$ cat config.mk
export PLATFORM = sky130hd
export DESIGN_NAME = ascii_caseless_substring_search
export DESIGN_NICKNAME = d
export VERILOG_FILES = /design/src/hw/rtl/acss_pkg.sv /design/src/hw/rtl/ascii_caseless_substring_search.sv
export SDC_FILE = /design/constraint.sdc
export NUM_CORES = 2
export LEC_CHECK = 0
export BUFFER_PORTS_ARGS = -buffer_cell sky130_fd_sc_hd__buf_2
export CORE_ASPECT_RATIO = 0.8
export CORE_UTILIZATION = 50
export CTS_BUF_LIST = sky130_fd_sc_hd__clkbuf_4 sky130_fd_sc_hd__clkbuf_8
export DETAILED_ROUTE_END_ITERATION = 8
export PLACE_DENSITY_LB_ADDON = 0.08
export SLEW_MARGIN = 20
export SYNTH_ARGS = -nofsm -noshare
export SYNTH_HDL_FRONTEND = slang
export SYNTH_SLANG_ARGS = --single-unit
$ cat constraint.sdc
create_clock -name i_clk -period 17 [get_ports i_clk]
set_input_delay 3.4 -clock i_clk [delete_from_list [all_inputs] [get_ports i_clk]]
set_output_delay 3.4 -clock i_clk [all_outputs]
set_load 0.05 [all_outputs]
$ cat src/hw/rtl/acss_pkg.sv
// acss_pkg: shared constants, register indexes and byte helpers for the
// caseless substring search block; no dependencies
package acss_pkg;

    // default sizes
    localparam int MAX_NEEDLE_DEF  = 32;
    localparam int OFFSET_BITS_DEF = 32;

    // fixed field widths
    localparam int BYTE_W     = 8;
    localparam int LEN_REG_W  = 6;
    localparam int WORD_W     = 64;
    localparam int NUM_WORDS  = 4;
    localparam int CFG_IDX_W  = 3;
    localparam int MATCH_W    = 32;

    // register indexes
    typedef enum logic [CFG_IDX_W-1:0] {
        CFG_NEEDLE_LENGTH = 3'd0,
        CFG_NEEDLE_WORD_0 = 3'd1,
        CFG_NEEDLE_WORD_1 = 3'd2,
        CFG_NEEDLE_WORD_2 = 3'd3,
        CFG_NEEDLE_WORD_3 = 3'd4
    } t_cfg_idx;

    // ascii letter bounds
    localparam logic [BYTE_W-1:0] CH_UPPER_A = 8'h41;
    localparam logic [BYTE_W-1:0] CH_UPPER_Z = 8'h5A;
    localparam logic [BYTE_W-1:0] CH_LOWER_A = 8'h61;
    localparam logic [BYTE_W-1:0] CH_LOWER_Z = 8'h7A;
    localparam logic [BYTE_W-1:0] CASE_DIFF  = 8'h20;

    function automatic logic [BYTE_W-1:0] to_lower(input logic [BYTE_W-1:0] b);
        logic [BYTE_W-1:0] r;
        r = b;
        if (b >= CH_UPPER_A && b <= CH_UPPER_Z) begin
            r = b + CASE_DIFF;
        end
        return r;
    endfunction

    function automatic logic [BYTE_W-1:0] to_upper(input logic [BYTE_W-1:0] b);
        logic [BYTE_W-1:0] r;
        r = b;
        if (b >= CH_LOWER_A && b <= CH_LOWER_Z) begin
            r = b - CASE_DIFF;
        end
        return r;
    endfunction

endpackage

$ cat src/hw/rtl/ascii_caseless_substring_search.sv
// ascii_caseless_substring_search: leftmost caseless needle search over a
// byte stream, one haystack byte per clock unless a result stalls; depends on acss_pkg
//
// Takes one haystack byte per cycle on the slave stream (tlast marks the
// last byte of a buffer) and gives at most one result per buffer: found with
// the start offset of the leftmost match as soon as the match completes, or
// not-found on the buffer's last byte. Every byte passes an input register
// and then a parallel window compare into the result register, so a result
// is registered behind the input register, and a new byte is taken in every
// cycle while the result register is free or being drained.
// The needle (pre-lowered, up to MAX_NEEDLE bytes) is to be written through the
// configuration port while the block is idle; the block does not enforce this.
module ascii_caseless_substring_search #(
    parameter int MAX_NEEDLE  = acss_pkg::MAX_NEEDLE_DEF,
    parameter int OFFSET_BITS = acss_pkg::OFFSET_BITS_DEF
) (
    input  logic                              i_clk,
    input  logic                              i_rst_n,
    // configuration write port
    input  logic                              i_cfg_we,
    input  logic [acss_pkg::CFG_IDX_W-1:0]    i_cfg_index,
    input  logic [acss_pkg::WORD_W-1:0]       i_cfg_data,
    // haystack stream
    input  logic                              s_axis_tvalid,
    output logic                              s_axis_tready,
    input  logic [7:0]                        s_axis_tdata,   // [7:0] text_byte
    input  logic                              s_axis_tlast,   // end_of_buffer
    // result stream
    output logic                              m_axis_tvalid,
    input  logic                              m_axis_tready,
    output logic [acss_pkg::MATCH_W-1:0]      m_axis_tdata,   // [31:0] match_offset
    output logic                              m_axis_tuser    // [0] found
);
    import acss_pkg::*;

    localparam int LEN_W  = $clog2(MAX_NEEDLE + 1);
    localparam int HIST_D = MAX_NEEDLE - 1;
    localparam int EXT_W  = (OFFSET_BITS > MATCH_W) ? OFFSET_BITS : MATCH_W;
    localparam logic [OFFSET_BITS-1:0] COUNT_MAX = {OFFSET_BITS{1'b1}};

    // configuration registers
    logic [LEN_REG_W-1:0]          r_needle_len;
    logic [WORD_W-1:0]             r_needle_word [NUM_WORDS];

    // input register
    logic                          r_in_valid;
    logic [BYTE_W-1:0]             r_in_byte;
    logic                          r_in_last;

    // buffer state
    logic [BYTE_W-1:0]             r_hist [HIST_D];
    logic [OFFSET_BITS-1:0]        r_seen;
    logic                          r_reported;

    // result register
    logic                          r_out_valid;
    logic                          r_out_found;
    logic [MATCH_W-1:0]            r_out_offset;

    logic                          out_free;
    logic                          s1_fire;
    logic [BYTE_W-1:0]             low_byte;
    logic [LEN_W-1:0]              eff_len;
    logic [LEN_W-1:0]              eff_len_m1;
    logic [NUM_WORDS*WORD_W-1:0]   needle_flat;
    logic [MAX_NEEDLE*BYTE_W-1:0]  needle_rev;
    logic [MAX_NEEDLE*BYTE_W-1:0]  needle_aligned;
    logic [LEN_W+2:0]              align_sh;
    logic [MAX_NEEDLE-1:0]         pos_ok;
    logic                          hit;
    logic [OFFSET_BITS-1:0]        start;
    logic [EXT_W-1:0]              start_ext;
    logic                          res_valid;
    logic                          n_out_valid;

    // handshake: result register parts the two sides
    assign out_free      = !r_out_valid || m_axis_tready;
    assign s1_fire       = r_in_valid && out_free;
    assign s_axis_tready = !r_in_valid || s1_fire;

    // configuration writes
    always_ff @(posedge i_clk) begin
        if (!i_rst_n) begin
            r_needle_len <= '0;
            for (int w = 0; w < NUM_WORDS; w++) begin
                r_needle_word[w] <= '0;
            end
        end else if (i_cfg_we) begin
            unique case (i_cfg_index)
                CFG_NEEDLE_LENGTH: r_needle_len     <= i_cfg_data[LEN_REG_W-1:0];
                CFG_NEEDLE_WORD_0: r_needle_word[0] <= i_cfg_data;
                CFG_NEEDLE_WORD_1: r_needle_word[1] <= i_cfg_data;
                CFG_NEEDLE_WORD_2: r_needle_word[2] <= i_cfg_data;
                CFG_NEEDLE_WORD_3: r_needle_word[3] <= i_cfg_data;
                default: ;
            endcase
        end
    end

    // input register control
    always_ff @(posedge i_clk) begin
        if (!i_rst_n) begin
            r_in_valid <= 1'b0;
        end else if (s_axis_tready) begin
            r_in_valid <= s_axis_tvalid;
        end
    end

    // input register payload
    always_ff @(posedge i_clk) begin
        if (s_axis_tvalid && s_axis_tready) begin
            r_in_byte <= s_axis_tdata;
            r_in_last <= s_axis_tlast;
        end
    end

    // effective needle length, clamped to the window size
    always_comb begin
        if (r_needle_len > LEN_REG_W'(MAX_NEEDLE)) begin
            eff_len = LEN_W'(MAX_NEEDLE);
        end else begin
            eff_len = LEN_W'(r_needle_len);
        end
        eff_len_m1 = eff_len - LEN_W'(1);
    end

    // needle reversed and shifted so byte j lines up with window byte j
    always_comb begin
        needle_flat = {r_needle_word[3], r_needle_word[2],
                       r_needle_word[1], r_needle_word[0]};
        for (int i = 0; i < MAX_NEEDLE; i++) begin
            needle_rev[i*BYTE_W +: BYTE_W] = needle_flat[(MAX_NEEDLE-1-i)*BYTE_W +: BYTE_W];
        end
        align_sh       = {LEN_W'(MAX_NEEDLE) - eff_len, 3'b000};
        needle_aligned = needle_rev >> align_sh;
    end

    // window compare: newest byte at position 0
    assign low_byte = to_lower(r_in_byte);

    always_comb begin
        pos_ok[0] = (low_byte == needle_aligned[BYTE_W-1:0]);
        for (int j = 1; j < MAX_NEEDLE; j++) begin
            pos_ok[j] = (r_hist[j-1] == needle_aligned[j*BYTE_W +: BYTE_W])
                        || (j >= int'(eff_len));
        end
    end

    // match decision and start offset
    always_comb begin
        hit   = 1'b0;
        start = '0;
        if (eff_len == '0) begin
            hit = 1'b1;
        end else if (eff_len == LEN_W'(1)) begin
            hit   = (r_in_byte == needle_flat[BYTE_W-1:0])
                    || (r_in_byte == to_upper(needle_flat[BYTE_W-1:0]));
            start = r_seen;
        end else if (r_seen >= OFFSET_BITS'(eff_len_m1)) begin
            hit   = &pos_ok;
            start = r_seen - OFFSET_BITS'(eff_len_m1);
        end
        start_ext = EXT_W'(start);
        res_valid = !r_reported && (hit || r_in_last);
    end

    // byte history, count and report flag
    always_ff @(posedge i_clk) begin
        if (!i_rst_n) begin
            for (int k = 0; k < HIST_D; k++) begin
                r_hist[k] <= '0;
            end
            r_seen     <= '0;
            r_reported <= 1'b0;
        end else if (s1_fire) begin
            if (r_in_last) begin
                for (int k = 0; k < HIST_D; k++) begin
                    r_hist[k] <= '0;
                end
                r_seen     <= '0;
                r_reported <= 1'b0;
            end else begin
                r_hist[0] <= low_byte;
                for (int k = 1; k < HIST_D; k++) begin
                    r_hist[k] <= r_hist[k-1];
                end
                if (r_seen != COUNT_MAX) begin
                    r_seen <= r_seen + OFFSET_BITS'(1);
                end
                if (res_valid && hit) begin
                    r_reported <= 1'b1;
                end
            end
        end
    end

    // result register control
    always_comb begin
        n_out_valid = r_out_valid;
        if (s1_fire && res_valid) begin
            n_out_valid = 1'b1;
        end else if (m_axis_tready) begin
            n_out_valid = 1'b0;
        end
    end

    always_ff @(posedge i_clk) begin
        if (!i_rst_n) begin
            r_out_valid <= 1'b0;
        end else begin
            r_out_valid <= n_out_valid;
        end
    end

    // result register payload
    always_ff @(posedge i_clk) begin
        if (s1_fire && res_valid) begin
            r_out_found  <= hit;
            r_out_offset <= hit ? start_ext[MATCH_W-1:0] : '0;
        end
    end

    assign m_axis_tvalid = r_out_valid;
    assign m_axis_tdata  = r_out_offset;
    assign m_axis_tuser  = r_out_found;

`ifndef SYNTHESIS
    // a waiting result is never overwritten
    a_no_overwrite: assert property (@(posedge i_clk) disable iff (!i_rst_n)
        (r_out_valid && !m_axis_tready) |-> !s1_fire)
        else $error("result register overwritten while stalled");

    // last byte of a buffer clears the buffer state
    a_clear_on_last: assert property (@(posedge i_clk) disable iff (!i_rst_n)
        (s1_fire && r_in_last) |=> (r_seen == '0 && !r_reported))
        else $error("buffer state not cleared after last byte");

    // a found result marks the buffer as reported
    a_report_sticks: assert property (@(posedge i_clk) disable iff (!i_rst_n)
        (s1_fire && res_valid && hit && !r_in_last) |=> r_reported)
        else $error("report flag not set after match");

    // no second result within one buffer
    a_single_result: assert property (@(posedge i_clk) disable iff (!i_rst_n)
        (s1_fire && r_reported) |-> !res_valid)
        else $error("second result in one buffer");

    // a not-found result carries a zero offset
    a_notfound_zero: assert property (@(posedge i_clk) disable iff (!i_rst_n)
        (r_out_valid && !r_out_found) |-> (r_out_offset == '0))
        else $error("not-found result with nonzero offset");
`endif

endmodule
## Word-level counts from Yosys, hierarchy flattened

Memory sizes are Yosys's and may differ from the RTL's.
Index checks and enable logic that the tools add are counted.
Widths: inputs -> output; s select.

| cells by class | value |
|---|---|
| bitwise logic cells | 67 |
| reductions and logical operators | 55 |
| $add $sub $neg | 6 |
| shifts and indexed selects | 1 |
| order comparisons | 37 |
| multiplexer cells | 107 |
| equality and inequality tests | 40 |

Operators by type and width:

| cell | number |
|---|---|
| $mux 8 | 66 |
| $eq 8x8->1 | 34 |
| $mux 64 | 4 |
| $shr 256x9->256 | 1 |
| $mux 32 | 4 |
| $ge 5x6->1 const A | 16 |
| $or 1x1->1 | 66 |
| $ge 4x6->1 const A | 8 |
| $logic_or 1x1->1 | 35 |
| $add 32x1->32 const B | 1 |
| $ge 32x6->1 | 1 |
| $mux 1 | 32 |
| $ne 32x32->1 const B | 1 |
| $reduce_and 32->1 | 1 |
| $sub 32x6->32 | 1 |
| $ge 3x6->1 const A | 4 |
| $ge 8x7->1 const B | 2 |
| $le 8x7->1 const B | 2 |
| $ge 2x6->1 const A | 2 |
| $add 8x6->8 const B | 1 |
| $sub 8x6->8 const B | 1 |
| $logic_and 1x1->1 | 7 |
| $eq 3x2->1 const B | 2 |
| $eq 6x1->1 const B | 1 |
| 14 further kinds | 20 |

| storage, ports and cells | value |
|---|---|
| register bits after elaboration | 83 |
| input port bits | 81 |
| bits in writable memories | 504 |
| memories | 2 |
| output and inout bits | 35 |

Memory list:

| name | depth | bits a word | read ports | clocked after memory_dff | wr ports | line | RTL |
|---|---|---|---|---|---|---|---|
| r_needle_word | 4 | 64 | 4 | 0 | 4 | ascii_caseless_substring_search.sv:43 | `logic [WORD_W-1:0] r_needle_word [NUM_WORDS];` |
| r_hist | 31 | 8 | 31 | 0 | 31 | ascii_caseless_substring_search.sv:51 | `logic [BYTE_W-1:0] r_hist [HIST_D];` |

## Depth between registers and ports, before layout

| logic depth | value |
|---|---|
| depth in word-level cells | 15 |
| mapped depth | 37 |

## Least setup slack after synthesis

No wires, ideal clock.

| path | value |
|---|---|
| path kind | in2reg |
| start | input i_cfg_we |
| end | memory r_needle_word[0][0], enable pin |
| stages | 3 |
| path buffers | 0 |
| path slack | 8228 ps |
| arrival | 8197 ps |
| path through | nor2b_1 > nand2_1 > o21ai_0 |

RTL lines:

| element | line | RTL |
|---|---|---|
| from (decl) | ascii_caseless_substring_search.sv:20 | `input logic i_cfg_we,` |
| to (decl) | ascii_caseless_substring_search.sv:43 |  |

## Worst setup path after layout

| path | value |
|---|---|
| start | register r_needle_len[5] |
| end | register r_out_offset[0] (netlist: m_axis_tdata[0]), enable pin |

| on the way | value |
|---|---|
| word-level cells in the longest chain between the ends | 13 |
| elaborated cells between the ends (all ways) | 109 |

Ends and longest elaborated chain:

| element | line | RTL |
|---|---|---|
| from (decl) | ascii_caseless_substring_search.sv:42 | `logic [LEN_REG_W-1:0] r_needle_len;` |
| from (signal assigned) | ascii_caseless_substring_search.sv:90 | `CFG_NEEDLE_LENGTH: r_needle_len <= i_cfg_data[LEN_REG_W-1:0];` |
| $gt 6x6->1 | ascii_caseless_substring_search.sv:119 | `if (r_needle_len > LEN_REG_W'(MAX_NEEDLE)) begin` |
| $mux 6 (*) | ascii_caseless_substring_search.sv:119 |  |
| $sub 6x6->6 | ascii_caseless_substring_search.sv:134 | `align_sh = {LEN_W'(MAX_NEEDLE) - eff_len, 3'b000};` |
| $shr 256x9->256 | ascii_caseless_substring_search.sv:135 | `needle_aligned = needle_rev >> align_sh;` |
| $eq 8x8->1 | ascii_caseless_substring_search.sv:144 | `pos_ok[j] = (r_hist[j-1] == needle_aligned[j*BYTE_W +: BYTE_W])` |
| $logic_or 1x1->1 | ascii_caseless_substring_search.sv:145 | `\|\| (j >= int'(eff_len));` |
| $reduce_and 32->1 | ascii_caseless_substring_search.sv:160 | `hit = &pos_ok;` |
| $mux 1 | ascii_caseless_substring_search.sv:159 | `end else if (r_seen >= OFFSET_BITS'(eff_len_m1)) begin` |
| $mux 1 | ascii_caseless_substring_search.sv:155 | `end else if (eff_len == LEN_W'(1)) begin` |
| $mux 1 (*) | ascii_caseless_substring_search.sv:153 | `if (eff_len == '0) begin` |
| via hit | ascii_caseless_substring_search.sv:70 | `logic hit;` |
| $logic_or 1x1->1 (*) | ascii_caseless_substring_search.sv:164 | `res_valid = !r_reported && (hit \|\| r_in_last);` |
| $logic_and 1x1->1 (*) | ascii_caseless_substring_search.sv:164 |  |
| $logic_and 1x1->1 (*) | ascii_caseless_substring_search.sv:217 | `if (s1_fire && res_valid) begin` |
| to (signal assigned) | ascii_caseless_substring_search.sv:219 | `r_out_offset <= hit ? start_ext[MATCH_W-1:0] : '0;` |
| to (decl) | ascii_caseless_substring_search.sv:58 | `logic [MATCH_W-1:0] r_out_offset;` |

The timed path passes the listed nets; every way through them passes the cells marked *.
A chain may end at the register's enable or synchronous reset.

==> results.py <==
metrics = {
    "synthesis": {
        "synthArstFlopShare": 0,
        "syn_area_um2": 44080,
        "ys_types": 100,
        "synth_cells": 4266,
        "yosysSeqAreaShare": 0.3887,
        "ys_ff_latch": 587,
        "synth.avg_cell_area_um2": 10.33,
        "ys.warnings.count": 0,
        "syn_nets": 4362,
        "synth_edf_count": 538,
        "synth_ff_type": "edfxtp_1",
    },
    "placement": {
        "post-place-ws_ps": 8945,
        "place_congestion": 1.136,
        "numPortBuffers": 115,
        "placed_cell_area_um2": 45580,
        "place_hpwl_um": 169100,
    },
    "route": {
        "wirelength_um": 224100,
        "viasPerCell": 7.304,
        "wire_per_inst_um": 40.87,
        "drt_iter0_markers": 7237,
        "first_pass_iters": 8,
        "ant_nets": 0,
        "vias": 40040,
        "drc": 0,
    },
    "clock_network": {
        "cts_inserted_buffers": 96,
        "cts_num_sinks": 587,
        "ctsHtreeMaxLevel": 3,
        "path_clk_slew_ps": 70,
        "ctsHoldBuffers": 0,
        "cts-root-buf": "clkbuf_8",
        "cts_tree": "built",
        "clockBufferDepth": 3,
        "worstSkewPairLatency_ps": 800,
        "post_cts_resized": 0,
        "post_cts_buffers": 0,
    },
    "grt": {
        "grt_overflow_total": 0,
        "track_usage": 0.4925,
        "grt_pass1_vias": 36120,
        "antenna_found_initial": 27,
        "grt_pass1_wl_um": 301800,
        "grt_max_degree": 121,
    },
    "finish": {
        "multi_input_comb_area_um2": 25220,
        "area.growth.synth_to_final_pct": 8.106,
        "drive_gt1_frac": 0.1734,
        "final_area_um2": 47660,
        "layout.cells.most_common_list": "538 x edfxtp_1, 495 x and2_1, 364 x mux2i_1",
        "nNetsFinal": 4357,
        "nFillCells": 7676,
        "seqCellArea_um2": 17140,
        "layout_commonest_cell": "edfxtp_1",
    },
    "floorplanning": {
        "initial_core_util": 0.5045,
        "die_h_um": 267.6,
        "die_w_um": 334.0,
        "row_count": 97,
        "io_pins": 116,
        "core-area_um2": 87380,
        "fp.dieArea_um2": 89370,
    },
    "sta": {
        "fin_crit_sh": 0.5008,
        "period_needed_ps": 8513,
        "drv_slew": 0,
        "setup_ws_ps": 8487,
        "hold_viol": 0,
        "relSlewSlack": 0.1224,
        "setup_viol": 0,
        "worstMarginPinSlew_ps": 1280,
        "fmax_ghz": 0.1175,
        "fin_worst_skew_ps": 73.50,
        "finalHoldWorstSlack_ps": 481.5,
        "setup_tns_ps": 0,
        "rsz0062_at_grt": "no",
    },
    "setup_path": {
        "crit_path_cell_trace": "buf_4, nor2b_1, inv_1, ha_1, buf_4, or3b_1, buf_4, nand3_4, buf_4, buf_4, mux4_2, o22ai_1, mux2i_1, or4b_1, o41a_1, a2111o_1, nor4_2, nand4_1, nand3_1, o21a_1, buf_4",
        "crit_fanout": 45,
        "cp_slowest_cell": "o22ai_1",
        "crit_path_end_kind": "register",
        "ff2ff_setup_slack_ps": 8490,
        "critPathArrivalTime_ps": 8900,
        "slowest_delay_ps": 830,
        "worst_setup_path_start_kind": "register",
        "crit_path_frequent_cell": "buf_4",
        "path_delay_family": "buffers and inverters",
        "worst-setup-path-type": "reg -> reg",
        "cp_data_required_time_ps": 17390,
        "crit_buf_inv": 7,
    },
    "power_and_ir_drop": {
        "power.leakage_nw": 18.11,
        "p_per_area_nw_per_um2": 89.96,
        "finalPower_w": 0.004287,
        "ir_drop_mv": 0.09933,
    },
    "status": {
        "outcome": "complete, no violations",
    },
    "hold_path": {
        "hold_class": "reg -> reg",
    },
    "flow_run": {
        "maxCapViolCount": 0,
    },
}
==> final cells by class <==
type,instances,area share
multi-input cells,3273,0.5292
clock buffers,132,0.03392
flip-flops and latches,587,0.3596
diodes,7,0.0003676
repair buffers,245,0.03334
well taps,1138,0.02988
inverters,58,0.004910
clock inverters,42,0.008769
==> state kept, by name, indices dropped and copies added, names as in the netlist <==
signal / count
r_reported: 1
m_axis_tuser: 1
r_in_valid: 1
r_needle_len: 6
r_needle_word: 256
m_axis_tvalid: 1
r_hist: 248
r_in_byte: 8
m_axis_tdata: 32
r_in_last: 1
r_seen: 32
==> worst reg2reg max path, cell delays in order (launching register included) <==
cell	delay [ps]
dfxtp_2	340
buf_4	200
nor2b_1	340
inv_1	150
ha_1	200
buf_4	210
or3b_1	370
buf_4	230
nand3_4	390
buf_4	660
buf_4	650
mux4_2	690
o22ai_1	830
mux2i_1	190
or4b_1	640
o41a_1	560
a2111o_1	350
nor4_2	180
nand4_1	240
nand3_1	180
o21a_1	120
buf_4	390
==> report_power, final <==
| part | internal, W | switching [W] | leakage, nW |
|---|---|---|---|
| registers | 0.00167 | 0.000116 | 5.82 |
| clock network | 0.000715 | 0.000640 | 1.06 |
| logic | 0.000340 | 0.000810 | 11.2 |
| total | 0.00272 | 0.00157 | 18.1 |
==> routing by layer <==
metal,global-route usage,share of wire,vias to the layer above
li1,-,-,16360
met1,0.6492,0.38,19620
met2,0.6806,0.40,3273
met3,0.1738,0.14,778
met4,0.3223,0.081,14
met5,0,0.00056,-
==> cell families after synthesis <==
kind of cell,Yosys count,share of synthesized area
mux,608,0.1900
fa+ha+maj,15,0.004428
buf+inv,406,0.04499
compound gates,897,0.1392
simple gates,1551,0.1926
flops,587,0.3887
xor+xnor,202,0.04013
==> cells in the mapped netlist (98+ instances only) <==
master,instances,area (um^2)
nand3_1,120,600.6
o21ai_0,148,740.7
clkbuf_1,167,626.9
edfxtp_1,538,16160
nand2_1,304,1141
nor3_1,98,490.5
a21oi_1,187,935.9
xor2_1,101,884.6
mux4_2,176,3964
mux2i_1,365,3654
and2_1,496,3103
xnor2_1,101,884.6
nor2_1,201,754.5
==> stage by stage <==
stage                     cells    util
final                      5482  0.5454
after global routing       5476  0.5452
after CTS                  5474  0.5449
after detailed placement   5300  0.5216
after global placement     5300  0.5215
after floorplan            4266       -
==> final timing paths <==
path                                         to                    startpoint  depth (start not counted)
setup / recovery  m_axis_tdata[0]$_SDFFCE_PP0P_  r_needle_len[5]$_SDFFE_PN0P_                         21
hold / removal          r_reported$_SDFFE_PN0P_       r_reported$_SDFFE_PN0P_                          2
setup reg to reg  m_axis_tdata[0]$_SDFFCE_PP0P_  r_needle_len[5]$_SDFFE_PN0P_                         21
hold reg to reg         r_reported$_SDFFE_PN0P_       r_reported$_SDFFE_PN0P_                          2
Power figures use the tool's default switching activity.
